### config.mk
export PLATFORM = sky130hd
export DESIGN_NAME = bend_sensor_tristate_mapper
export DESIGN_NICKNAME = d
export VERILOG_FILES = /design/src/design/bstm_pkg.sv /design/src/design/bend_sensor_tristate_mapper.sv
export SDC_FILE = /design/constraint.sdc
export NUM_CORES = 1
export LEC_CHECK = 0
export BUFFER_PORTS_ARGS = -buffer_cell sky130_fd_sc_hd__buf_2
export CAP_MARGIN = 20
export CELL_PAD_IN_SITES_DETAIL_PLACEMENT = 1
export CELL_PAD_IN_SITES_GLOBAL_PLACEMENT = 1
export CORE_MARGIN = 2
export CORE_UTILIZATION = 40
export CTS_CLUSTER_DIAMETER = 80
export DETAILED_ROUTE_END_ITERATION = 7
export PLACE_DENSITY_LB_ADDON = 0.3
export SYNTH_ARGS = -nofsm -noshare
export SYNTH_HDL_FRONTEND = slang
export SYNTH_SLANG_ARGS = --single-unit
### constraint.sdc
create_clock -name clk -period 5.4 [get_ports clk]
set_clock_uncertainty 0.2 [all_clocks]
set_input_delay 1.08 -clock clk [delete_from_list [all_inputs] [get_ports clk]]
set_output_delay 1.08 -clock clk [all_outputs]
set_load 0.01 [all_outputs]
### src/design/bstm_pkg.sv
package bstm_pkg;

	localparam int unsigned DW   = 16;
	localparam int unsigned NW   = 15;
	localparam int unsigned CMPW = DW + 2;
	localparam int unsigned IDXW = 3;
	localparam int unsigned CNTW = $clog2(DW);

	typedef enum logic [1:0] {
		MODE_IDLE = 2'd0,
		MODE_UP   = 2'd1,
		MODE_DOWN = 2'd2
	} mode_t;

	typedef enum logic [1:0] {
		ST_IDLE,
		ST_MUL,
		ST_DIV,
		ST_DONE
	} state_t;

	// how the bend of the current item is formed
	typedef enum logic [1:0] {
		PATH_ZERO,
		PATH_HOLD,
		PATH_SUB,
		PATH_ADD
	} path_t;

	localparam logic [IDXW-1:0] REG_IDLE_LEVEL  = 3'd0;
	localparam logic [IDXW-1:0] REG_INPUT_TOP   = 3'd1;
	localparam logic [IDXW-1:0] REG_INPUT_BOT   = 3'd2;
	localparam logic [IDXW-1:0] REG_NOISE       = 3'd3;
	localparam logic [IDXW-1:0] REG_HYST        = 3'd4;
	localparam logic [IDXW-1:0] REG_OUT_ZERO    = 3'd5;
	localparam logic [IDXW-1:0] REG_OUT_SPAN    = 3'd6;

	localparam logic [DW-1:0] RST_IDLE_LEVEL = 16'd32768;
	localparam logic [DW-1:0] RST_INPUT_TOP  = 16'd65535;
	localparam logic [DW-1:0] RST_INPUT_BOT  = 16'd0;
	localparam logic [NW-1:0] RST_NOISE      = 15'd1000;
	localparam logic [NW-1:0] RST_HYST       = 15'd200;
	localparam logic [DW-1:0] RST_OUT_ZERO   = 16'd32768;
	localparam logic [DW-1:0] RST_OUT_SPAN   = 16'd32767;

endpackage

### src/design/bend_sensor_tristate_mapper.sv
// Channel  | Handshake          | Payload
// ---------+--------------------+----------------------------------
// in       | in_valid/in_stall  | sample[15:0]
// out      | out_valid/out_stall| mode[1:0], bend[15:0], mode_changed
// cfg      | cfg_we             | cfg_index[2:0], cfg_data[15:0]
//
// A scaled item runs 16 shift-add multiply steps and then 16 restoring divide steps
// on one shared 32-bit register between its accept and the hand-off of its result;
// in_stall holds off the next item until then.
// Items in idle mode or whose sample holds the last bend go straight to the done state.
// Reset is asynchronous, active low; control and config registers take reset values.
// A result waits in the output register under out_stall; a new item is taken meanwhile.
module bend_sensor_tristate_mapper (
	input  logic                         clk,
	input  logic                         arst_n,
	input  logic                         cfg_we,
	input  logic [bstm_pkg::IDXW-1:0]    cfg_index,
	input  logic [bstm_pkg::DW-1:0]      cfg_data,
	input  logic                         in_valid,
	output logic                         in_stall,
	input  logic [bstm_pkg::DW-1:0]      sample,
	output logic                         out_valid,
	input  logic                         out_stall,
	output logic [1:0]                   mode,
	output logic [bstm_pkg::DW-1:0]      bend,
	output logic                         mode_changed
);

	localparam int unsigned DW   = bstm_pkg::DW;
	localparam int unsigned NW   = bstm_pkg::NW;
	localparam int unsigned CMPW = bstm_pkg::CMPW;
	localparam int unsigned CNTW = bstm_pkg::CNTW;
	localparam logic [CNTW-1:0] CNT_LAST = CNTW'(DW - 1);

	// configuration
	logic [DW-1:0] idle_q, top_q, bot_q, zero_q, span_q;
	logic [NW-1:0] noise_q, hyst_q;

	always_ff @(posedge clk or negedge arst_n) begin
		if (!arst_n) begin
			idle_q  <= bstm_pkg::RST_IDLE_LEVEL;
			top_q   <= bstm_pkg::RST_INPUT_TOP;
			bot_q   <= bstm_pkg::RST_INPUT_BOT;
			noise_q <= bstm_pkg::RST_NOISE;
			hyst_q  <= bstm_pkg::RST_HYST;
			zero_q  <= bstm_pkg::RST_OUT_ZERO;
			span_q  <= bstm_pkg::RST_OUT_SPAN;
		end else if (cfg_we) begin
			unique case (cfg_index)
				bstm_pkg::REG_IDLE_LEVEL: idle_q  <= cfg_data;
				bstm_pkg::REG_INPUT_TOP:  top_q   <= cfg_data;
				bstm_pkg::REG_INPUT_BOT:  bot_q   <= cfg_data;
				bstm_pkg::REG_NOISE:      noise_q <= cfg_data[NW-1:0];
				bstm_pkg::REG_HYST:       hyst_q  <= cfg_data[NW-1:0];
				bstm_pkg::REG_OUT_ZERO:   zero_q  <= cfg_data;
				bstm_pkg::REG_OUT_SPAN:   span_q  <= cfg_data;
				default: ;
			endcase
		end
	end

	// control and state registers
	bstm_pkg::state_t state_q, state_d;
	bstm_pkg::mode_t  bend_mode_q, nxt_mode;
	bstm_pkg::path_t  path_q, path_d;
	logic [DW-1:0]    last_bend_q;
	logic [CNTW-1:0]  cnt_q;
	logic             chg_q;

	// datapath
	logic [2*DW-1:0]  p_q;
	logic [DW-1:0]    den_q;

	logic             accept, out_free;
	logic             out_valid_q, mode_chg_out_q;
	logic [1:0]       mode_out_q;
	logic [DW-1:0]    bend_out_q;

	// signed thresholds, two bits wider than the sample so none wraps
	logic signed [CMPW-1:0] s_x, i_x, n_x, h_x, up_th, dn_th, up_ret, dn_ret;

	assign s_x    = $signed({2'b00, sample});
	assign i_x    = $signed({2'b00, idle_q});
	assign n_x    = $signed({3'b000, noise_q});
	assign h_x    = $signed({3'b000, hyst_q});
	assign up_th  = i_x + n_x;
	assign dn_th  = i_x - n_x;
	assign up_ret = up_th - h_x;
	assign dn_ret = dn_th + h_x;

	always_comb begin
		nxt_mode = bend_mode_q;
		unique case (bend_mode_q)
			bstm_pkg::MODE_IDLE: begin
				if (s_x > up_th)
					nxt_mode = bstm_pkg::MODE_UP;
				else if (s_x < dn_th)
					nxt_mode = bstm_pkg::MODE_DOWN;
				else
					nxt_mode = bstm_pkg::MODE_IDLE;
			end
			bstm_pkg::MODE_UP: begin
				nxt_mode = (s_x < up_ret) ? bstm_pkg::MODE_IDLE : bstm_pkg::MODE_UP;
			end
			default: begin
				nxt_mode = (s_x > dn_ret) ? bstm_pkg::MODE_IDLE : bstm_pkg::MODE_DOWN;
			end
		endcase
	end

	// scaling range is picked by the sample alone
	logic          in_up, in_dn;
	logic [DW-1:0] dist_d, den_d;

	assign in_up  = (sample > idle_q) && (sample < top_q);
	assign in_dn  = (sample < idle_q) && (sample > bot_q);
	assign dist_d = in_up ? (sample - idle_q) : (idle_q - sample);
	assign den_d  = in_up ? (top_q - idle_q) : (idle_q - bot_q);

	always_comb begin
		if (nxt_mode == bstm_pkg::MODE_IDLE)
			path_d = bstm_pkg::PATH_ZERO;
		else if (in_up)
			path_d = bstm_pkg::PATH_SUB;
		else if (in_dn)
			path_d = bstm_pkg::PATH_ADD;
		else
			path_d = bstm_pkg::PATH_HOLD;
	end

	assign in_stall = (state_q != bstm_pkg::ST_IDLE);
	assign accept   = in_valid && !in_stall;
	assign out_free = !out_valid_q || !out_stall;

	always_ff @(posedge clk or negedge arst_n) begin
		if (!arst_n)
			state_q <= bstm_pkg::ST_IDLE;
		else
			state_q <= state_d;
	end

	always_comb begin
		state_d = state_q;
		unique case (state_q)
			bstm_pkg::ST_IDLE: begin
				if (accept) begin
					if (path_d == bstm_pkg::PATH_SUB || path_d == bstm_pkg::PATH_ADD)
						state_d = bstm_pkg::ST_MUL;
					else
						state_d = bstm_pkg::ST_DONE;
				end
			end
			bstm_pkg::ST_MUL: begin
				if (cnt_q == '0)
					state_d = bstm_pkg::ST_DIV;
			end
			bstm_pkg::ST_DIV: begin
				if (cnt_q == '0)
					state_d = bstm_pkg::ST_DONE;
			end
			bstm_pkg::ST_DONE: begin
				if (out_free)
					state_d = bstm_pkg::ST_IDLE;
			end
			default: state_d = bstm_pkg::ST_IDLE;
		endcase
	end

	// one multiply bit per cycle: add span into the high half, shift right
	logic [DW:0]   mul_sum;
	// one quotient bit per cycle; the high half stays below the divisor
	logic [DW:0]   rem_sh;
	logic [DW+1:0] div_diff;
	logic          div_take;
	logic [DW-1:0] rem_nxt, quot, result;

	assign mul_sum  = {1'b0, p_q[2*DW-1:DW]} + (p_q[0] ? {1'b0, span_q} : {(DW+1){1'b0}});
	assign rem_sh   = {p_q[2*DW-1:DW], p_q[DW-1]};
	assign div_diff = {1'b0, rem_sh} - {2'b00, den_q};
	assign div_take = !div_diff[DW+1];
	assign rem_nxt  = div_take ? div_diff[DW-1:0] : rem_sh[DW-1:0];
	assign quot     = p_q[DW-1:0];

	always_comb begin
		unique case (path_q)
			bstm_pkg::PATH_ZERO: result = zero_q;
			bstm_pkg::PATH_HOLD: result = last_bend_q;
			bstm_pkg::PATH_SUB:  result = zero_q - quot;
			default:             result = zero_q + quot;
		endcase
	end

	always_ff @(posedge clk) begin
		if (accept) begin
			p_q    <= {{DW{1'b0}}, dist_d};
			den_q  <= den_d;
			path_q <= path_d;
		end else if (state_q == bstm_pkg::ST_MUL) begin
			p_q <= {mul_sum, p_q[DW-1:1]};
		end else if (state_q == bstm_pkg::ST_DIV) begin
			p_q <= {rem_nxt, p_q[DW-2:0], div_take};
		end
	end

	always_ff @(posedge clk or negedge arst_n) begin
		if (!arst_n) begin
			cnt_q       <= '0;
			chg_q       <= 1'b0;
			bend_mode_q <= bstm_pkg::MODE_IDLE;
			last_bend_q <= '0;
			out_valid_q <= 1'b0;
		end else begin
			if (accept) begin
				cnt_q       <= CNT_LAST;
				chg_q       <= (nxt_mode != bend_mode_q);
				bend_mode_q <= nxt_mode;
			end else if (state_q == bstm_pkg::ST_MUL || state_q == bstm_pkg::ST_DIV) begin
				cnt_q <= (cnt_q == '0) ? CNT_LAST : cnt_q - 1'b1;
			end

			if (state_q == bstm_pkg::ST_DONE && out_free) begin
				out_valid_q <= 1'b1;
				last_bend_q <= result;
			end else if (!out_stall) begin
				out_valid_q <= 1'b0;
			end
		end
	end

	always_ff @(posedge clk) begin
		if (state_q == bstm_pkg::ST_DONE && out_free) begin
			mode_out_q     <= bend_mode_q;
			bend_out_q     <= result;
			mode_chg_out_q <= chg_q;
		end
	end

	assign out_valid    = out_valid_q;
	assign mode         = mode_out_q;
	assign bend         = bend_out_q;
	assign mode_changed = mode_chg_out_q;

endmodule

==> run metrics, run 1 <==
num ports=61; count of distinct cell types in the synthesized netlist=89; DR WL/cell=21.8 um; area overhead of the layout relative to synthesis=19.1%; Final Wtd Congestion=0.897; cell-by-cell listing of the critical path=inv_1 -> ha_1 -> nand2b_1 -> a221oi_2 -> o221ai_1 -> o2bb2ai_1 -> o21ai_1 -> a21oi_2 -> buf_4 -> o21bai_1 -> a21oi_1 -> xnor2_1 -> ha_1 -> a21oi_1 -> xor2_1 -> ha_1 -> o21ai_2 -> nor2_1 -> a211o_1 -> nor2b_1 -> o2111a_2 -> nor4b_4 -> o31ai_4 -> nor2b_1; status=complete, but fails checks; Synth Area per Inst=8.76 sq um; CTS clk-pin slew, worst paths=0.06 ns; dominant register cell in the synthesized netlist=sky130_fd_sc_hd__dfrtp_1; vias per inst=5.74; cell leakage power=10.5 nW; Post-synth top cells=sky130_fd_sc_hd__ha_1 (270), sky130_fd_sc_hd__inv_1 (188), sky130_fd_sc_hd__o21ai_0 (176), sky130_fd_sc_hd__nand2_1 (166), sky130_fd_sc_hd__a21oi_1 (158); antenna violations before repair=1; post-route clock period utilization=112%; most frequent CP cell=sky130_fd_sc_hd__ha_1; smallest setup slack after layout=-0.675 ns; number of DRC violations after detailed routing=0; Post-Syn Nets=2495; post-detailed-placement half-perimeter wirelength=51700 um; post-synthesis adder-cell area fraction=18.9%; starting density of the core=40.8%; path type of the worst min-delay path=flop to flop; number of rows in the core area=79; CTS tree=done; Compound-Gate Fraction of Synth Area=21.1%; largest family of logic cells by synthesized area=compound AO/OA/AOI/OAI gates; fraction of synthesized cell area in xor and xnor cells=6.21%; overall overflow remaining after global route=0; first-pass GRT wire length=104000 um; min cycle time layout=6.07 ns; count of antenna diodes in the layout=0; number of warnings printed during yosys synthesis=0; peak ir drop on the vdd network=0.495 mV; critical register-to-register path startpoint=noise_q[1]$_DFFE_PN0P_; post-synthesis register bit count=205; violations in the final reports=setup timing; synthesized netlist cell count=2174; share of final-layout standard cells stronger than drive strength 1=20.9%; post-detailed-route count of antenna-violating nets=0; biggest fanout along the worst timing path=4; Fmax=165 MHz; TritonCTS buffer count=27; P per Cell Area=719 nW/um^2; floorplan die height=222 um; Reg2Reg Setup Slack=-0.67 ns; DP Worst Slack=-0.658 ns; type of element capturing the critical path=flop; CTS Hold Bufs=0; max-cap check violation count=0; insertion delay of the later-clocked pin in the worst-skew pair=0.56 ns; setup-violating endpoint count in the final report=6; CTS Root Buffer Type=sky130_fd_sc_hd__clkbuf_16; final core utilization=48.5%; portion of the post-synthesis area used by sequential elements=28.2%; Crit path required time=5.51 ns; maximum single-stage delay on the critical path=0.42 ns; Final Hold Vio Count=0; endpoint arrival time on the critical path=6.19 ns; worst flop-to-flop path endpoint=path_q[0]$_DFFE_PP_; vias after detailed routing=17.4k; buffer depth of the longest clock path=3; via count of the first global-routing pass=18.8k; nature of the critical path startpoint=flop; normalized max-slew margin=32.9%; count of pins over their slew limit=0; cell type with the largest total area after synthesis=sky130_fd_sc_hd__ha_1; die footprint=49400 sq um; most repeated cell in the gate-level netlist after synthesis=sky130_fd_sc_hd__ha_1; multiplexer share of the synthesized area=6.24%; critical path's slowest cell=sky130_fd_sc_hd__dfrtp_1; Power, Total=16.3 mW; worst reg2reg path depth=24; aggregate routed wire length=66100 um; number of iterations in the first detailed-routing pass=5; cells taking the most area after synthesis=sky130_fd_sc_hd__ha_1 (18%), sky130_fd_sc_hd__dfrtp_1 (12%), sky130_fd_sc_hd__edfxtp_1 (8.4%), sky130_fd_sc_hd__dfstp_2 (5.8%), sky130_fd_sc_hd__o21ai_0 (4.6%); total standard cell area after synthesis=19100 sq um; layout net count=2720; worst min-delay path endpoint=mode_changed$_DFFE_PP_; die width=222 um; measured slew at the worst slew-check pin=0.994 ns; Yosys top cell area share=17.7%; TritonCTS sink count=205; ys async rst share=66.3%; Port-buffer cells=60; maximum number of pins on one net before global-route repair=55; register with the most flip-flops=p_q; unrepaired setup endpoints after global routing=true; worst min-delay path startpoint=chg_q$_DFFE_PN0P_; core region area=46800 sq um; number of design-rule violations left by the first detailed-router iteration=953; kind of critical path=flop to flop; max reg flops=32; total routing resource utilization after global routing=26.6%; filler cell count=5502; count of cells along the worst hold path=0; count of flip-flops with a built-in enable after synthesis=53; basic-gate share of the synthesized area counting and, or, nand and nor cells=14.2%; H-tree level count=1
repair_timing:
item	CTS	global route
resized for setup	36	34
pin swaps	20	35
endpoints found under the setup margin	6	6
setup buffers	15	9
report_power, final:
part / internal, mW / total (mW) / switching [mW]
combinational: 5.26 / 11.6 / 6.39
sequential: 2.33 / 2.76 / 0.432
clock: 1.15 / 1.90 / 0.752
total: 8.74 / 16.3 / 7.57
kinds of logic after synthesis:
group,Yosys count
fa+ha+maj,281
flops,205
simple gates,563
compound gates,626
mux,110
buf+inv,254
xor+xnor,135
placed cells by master (no fill, tap or decap), drive strengths merged, types with 21 or more instances in the layout:
cell type    n
ha         270
buf        261
inv        190
o21ai      181
nand2      166
a21oi      158
nor2       149
dfrtp       94
xnor2       80
mux2        70
a21o        63
xor2        55
edfxtp      53
nor3        47
nor2b       42
dfstp       42
a211oi      41
mux2i       40
clkbuf      38
nand2b      34
o21a        29
nand3       28
a31oi       21
critical path, delay by kind of cell (launching register included):
| family | cells | cell delay [ns] |
|---|---|---|
| XOR/XNOR | 2 | 0.49 |
| AND/OR/NAND/NOR | 5 | 0.93 |
| adder cells (fa/ha/maj) | 3 | 0.91 |
| buffers and inverters | 2 | 0.26 |
| AO/OA/AOI/OAI | 12 | 2.63 |
| flip-flops | 1 | 0.42 |
worst max path at each step:
| stage | from | to | slack [ns] | depth (start not counted) |
|---|---|---|---|---|
| 2_1_floorplan | idle_q[0]$_DFFE_PN0P_ | path_q[1]$_DFFE_PP_ | -0.03 | 26 |
| 4_1_cts | idle_q[0]$_DFFE_PN0P_ | path_q[0]$_DFFE_PP_ | -0.47 | 26 |
| 3_3_place_gp | idle_q[0]$_DFFE_PN0P_ | path_q[0]$_DFFE_PP_ | -0.45 | 26 |
| 5_1_grt | idle_q[0]$_DFFE_PN0P_ | path_q[1]$_DFFE_PP_ | -0.90 | 30 |
| 6_report | noise_q[1]$_DFFE_PN0P_ | path_q[0]$_DFFE_PP_ | -0.67 | 24 |
| 3_5_place_dp | idle_q[0]$_DFFE_PN0P_ | path_q[0]$_DFFE_PP_ | -0.66 | 26 |
per-layer routing:
metal	vias to the layer above	part of all wire (%)	GRT usage, %
met2	268	49	48.1
li1	8240	-	-
met3	110	2.9	2.87
met1	8754	45	33.2
met4	2	3.0	7.72
met5	-	0.017	0
metrics by stage:
stage	instances	cell area (sq um)	hold WS [ns]	setup TNS, ns
global placement	2951	21200	0.266	-2.04
global route	3027	22700	0.308	-4.97
finish	3027	22700	0.290	-3.59
floorplan	2174	19100	0.226	-0.0632
detailed placement	2951	21200	0.283	-3.26
CTS	3016	22400	0.297	-2.28
final cells by class:
| type | instances | area [sq um] | share of cell area [%] |
|---|---|---|---|
| multi-input cells | 1715 | 13100 | 57.7 |
| flip-flops and latches | 205 | 5370 | 23.7 |
| repair buffers | 261 | 1830 | 8.07 |
| clock buffers | 38 | 777 | 3.42 |
| well taps | 607 | 759 | 3.35 |
| inverters | 189 | 712 | 3.14 |
| clock inverters | 12 | 150 | 0.662 |
No activity file was read; power rests on OpenSTA's default activity.
==> run 2: changes to the inputs <==
CORE_UTILIZATION = 45   (was 40)
SLEW_MARGIN = 30   (was unset)
==> run metrics, run 2 (synthesis results as in run 1) <==
register with the most flip-flops=p_q; P per Cell Area=725 nW/um^2 (+0.92%); Port-buffer cells=60 (unchanged); vias per inst=5.92 (+3.2%); num ports=61 (unchanged); number of rows in the core area=75 (-5.1%); peak ir drop on the vdd network=0.533 mV (+7.5%); Worst Hold Slack=0.266 ns (-0.0242 ns); layout net count=2702 (-0.66%); number of design-rule violations left by the first detailed-router iteration=903 (-5.2%); path type of the worst min-delay path=flop to flop; status=complete, but fails checks; via count of the first global-routing pass=18.8k (-0.36%); post-detailed-route count of antenna-violating nets=0 (unchanged); antenna violations before repair=2 (+1); measured slew at the worst slew-check pin=0.921 ns (-0.0731 ns); setup-violating endpoint count in the final report=6 (unchanged); count of pins over their slew limit=0 (unchanged); unrepaired setup endpoints after global routing=true; Fmax=165 MHz (+0.39%); kind of critical path=flop to flop; TritonCTS buffer count=27 (unchanged); cell leakage power=10.3 nW (-1.4%); DR WL/cell=22.6 um (+3.3%); CTS Root Buffer Type=sky130_fd_sc_hd__clkbuf_16; buffer depth of the longest clock path=3 (unchanged); core region area=41900 sq um (-10%); Power, Total=16.2 mW (-0.48%); first-pass GRT wire length=104000 um (-0.26%); Total Neg Setup Slack=-3.37 ns (+0.214 ns); biggest fanout along the worst timing path=4 (unchanged); nature of the critical path startpoint=flop; die width=210 um (-5.6%); DP Worst Slack=-0.763 ns (-0.105 ns); violations in the final reports=setup timing; CTS clk-pin slew, worst paths=0.06 ns (about the same); total routing resource utilization after global routing=30.0% (+3.4 points); aggregate routed wire length=66400 um (+0.39%); combined area of the multi-input logic cells=13000 sq um (-0.60%); area overhead of the layout relative to synthesis=17.5%; overall overflow remaining after global route=0 (unchanged); number of DRC violations after detailed routing=0 (unchanged); starting density of the core=45.5% (+4.8 points); vias after detailed routing=17.4k (+0.28%); post-route clock period utilization=112% (-0.44 points); smallest setup slack after layout=-0.651 ns (+0.0238 ns); most common cell after layout, fill and taps aside=sky130_fd_sc_hd__ha_1; maximum single-stage delay on the critical path=0.46 ns (+0.04 ns); type of element capturing the critical path=flop; CTS tree=done; insertion delay of the later-clocked pin in the worst-skew pair=0.57 ns (about the same); floorplan die height=210 um (-5.6%); endpoint arrival time on the critical path=6.18 ns (about the same); Final Hold Vio Count=0 (unchanged); post-detailed-placement half-perimeter wirelength=51600 um (-0.24%); normalized max-slew margin=37.8% (+4.9 points); max-cap check violation count=0 (unchanged); maximum number of pins on one net before global-route repair=84 (+53%); Final Wtd Congestion=0.943 (+5.1%); critical path's slowest cell=sky130_fd_sc_hd__a2111oi_4; Crit path required time=5.53 ns (+0.02 ns); number of iterations in the first detailed-routing pass=5 (unchanged); highest-count cells in the layout ignoring fill and taps=sky130_fd_sc_hd__ha_1 (264), sky130_fd_sc_hd__inv_1 (185), sky130_fd_sc_hd__buf_4 (182); share of final-layout standard cells stronger than drive strength 1=19.9% (-0.97 points); min cycle time layout=6.05 ns (-0.0238 ns); die footprint=44000 sq um (-11%); TritonCTS sink count=205 (unchanged); filler cell count=4913 (-11%); max reg flops=32 (unchanged); H-tree level count=1 (unchanged); area occupied by registers=5370 sq um (unchanged)
==> run 2: changes by cell type in the layout (fill, tap and decap cells not counted), sizes merged <==
cell / delta
diode: +1
bufinv: +1
clkinv: -1
clkbuf: -3
buf: -18
clkinvlp: +3
==> run 2: final cells by class <==
type	count	area share, %
Multi-Input combinational cell	1715	58.2
Sequential cell	205	24.0
Timing Repair Buffer	243	7.53
Clock buffer	35	3.20
Inverter	189	3.18
Tap cell	539	3.01
Clock inverter	15	0.917
Antenna cell	1	0.0112
==> run 2: where the power goes <==
group / total, mW / switching (mW) / internal (mW)
clock: 1.89 / 0.754 / 1.13
combinational: 11.5 / 6.39 / 5.15
sequential: 2.79 / 0.461 / 2.33
total: 16.2 / 7.61 / 8.62
==> run 2: metrics by stage <==
step	cells	area [sq um]	util (%)
6_report	2942	22400	53.5
2_1_floorplan	2174	19100	-
5_1_grt	2941	22400	53.5
3_3_place_gp	2872	21100	50.3
3_5_place_dp	2874	21100	50.3
4_1_cts	2935	22200	53.1
==> run 2: routing by layer <==
layer / global-route usage, % / wire length, um / up-vias
met1: 37.2 / 28800 / 8735
met2: 54.0 / 32900 / 356
met5: 0 / 11 / -
met3: 2.87 / 2150 / 128
met4: 11.2 / 2560 / 2
li1: - / - / 8201
==> run 2: worst max-delay path: cells and delay by family, from the launching register on <==
| kind | cells | cell delay, ns |
|---|---|---|
| buffers and inverters | 1 | 0.06 |
| AOI/OAI and AO/OA | 12 | 2.44 |
| xor gates and xnor gates | 2 | 0.37 |
| DFF | 1 | 0.39 |
| adders and majority gates | 4 | 0.93 |
| and+or+nand+nor | 8 | 1.42 |
==> run 2: path summary, 6_finish.rpt <==
path | from | endpoint | slack (ns) | cells past startpoint
max | idle_q[0]$_DFFE_PN0P_ | path_q[1]$_DFFE_PP_ | -0.65 | 27
min | chg_q$_DFFE_PN0P_ | mode_changed$_DFFE_PP_ | 0.27 | 0
max reg2reg | idle_q[0]$_DFFE_PN0P_ | path_q[1]$_DFFE_PP_ | -0.65 | 27
min reg2reg | chg_q$_DFFE_PN0P_ | mode_changed$_DFFE_PP_ | 0.27 | 0
max in group asynchronous | arst_n | span_q[14]$_DFFE_PN1P_ | 3.56 | 2
min in group asynchronous | arst_n | bot_q[3]$_DFFE_PN0P_ | 0.38 | 1
==> run 2: timing repair <==
item | CTS | global route
setup buffers | 12 | 6
resized for setup | 27 | 28
hold buffers | 0 | 0
pin swaps | 13 | 31
setup endpoints to repair | 6 | 6
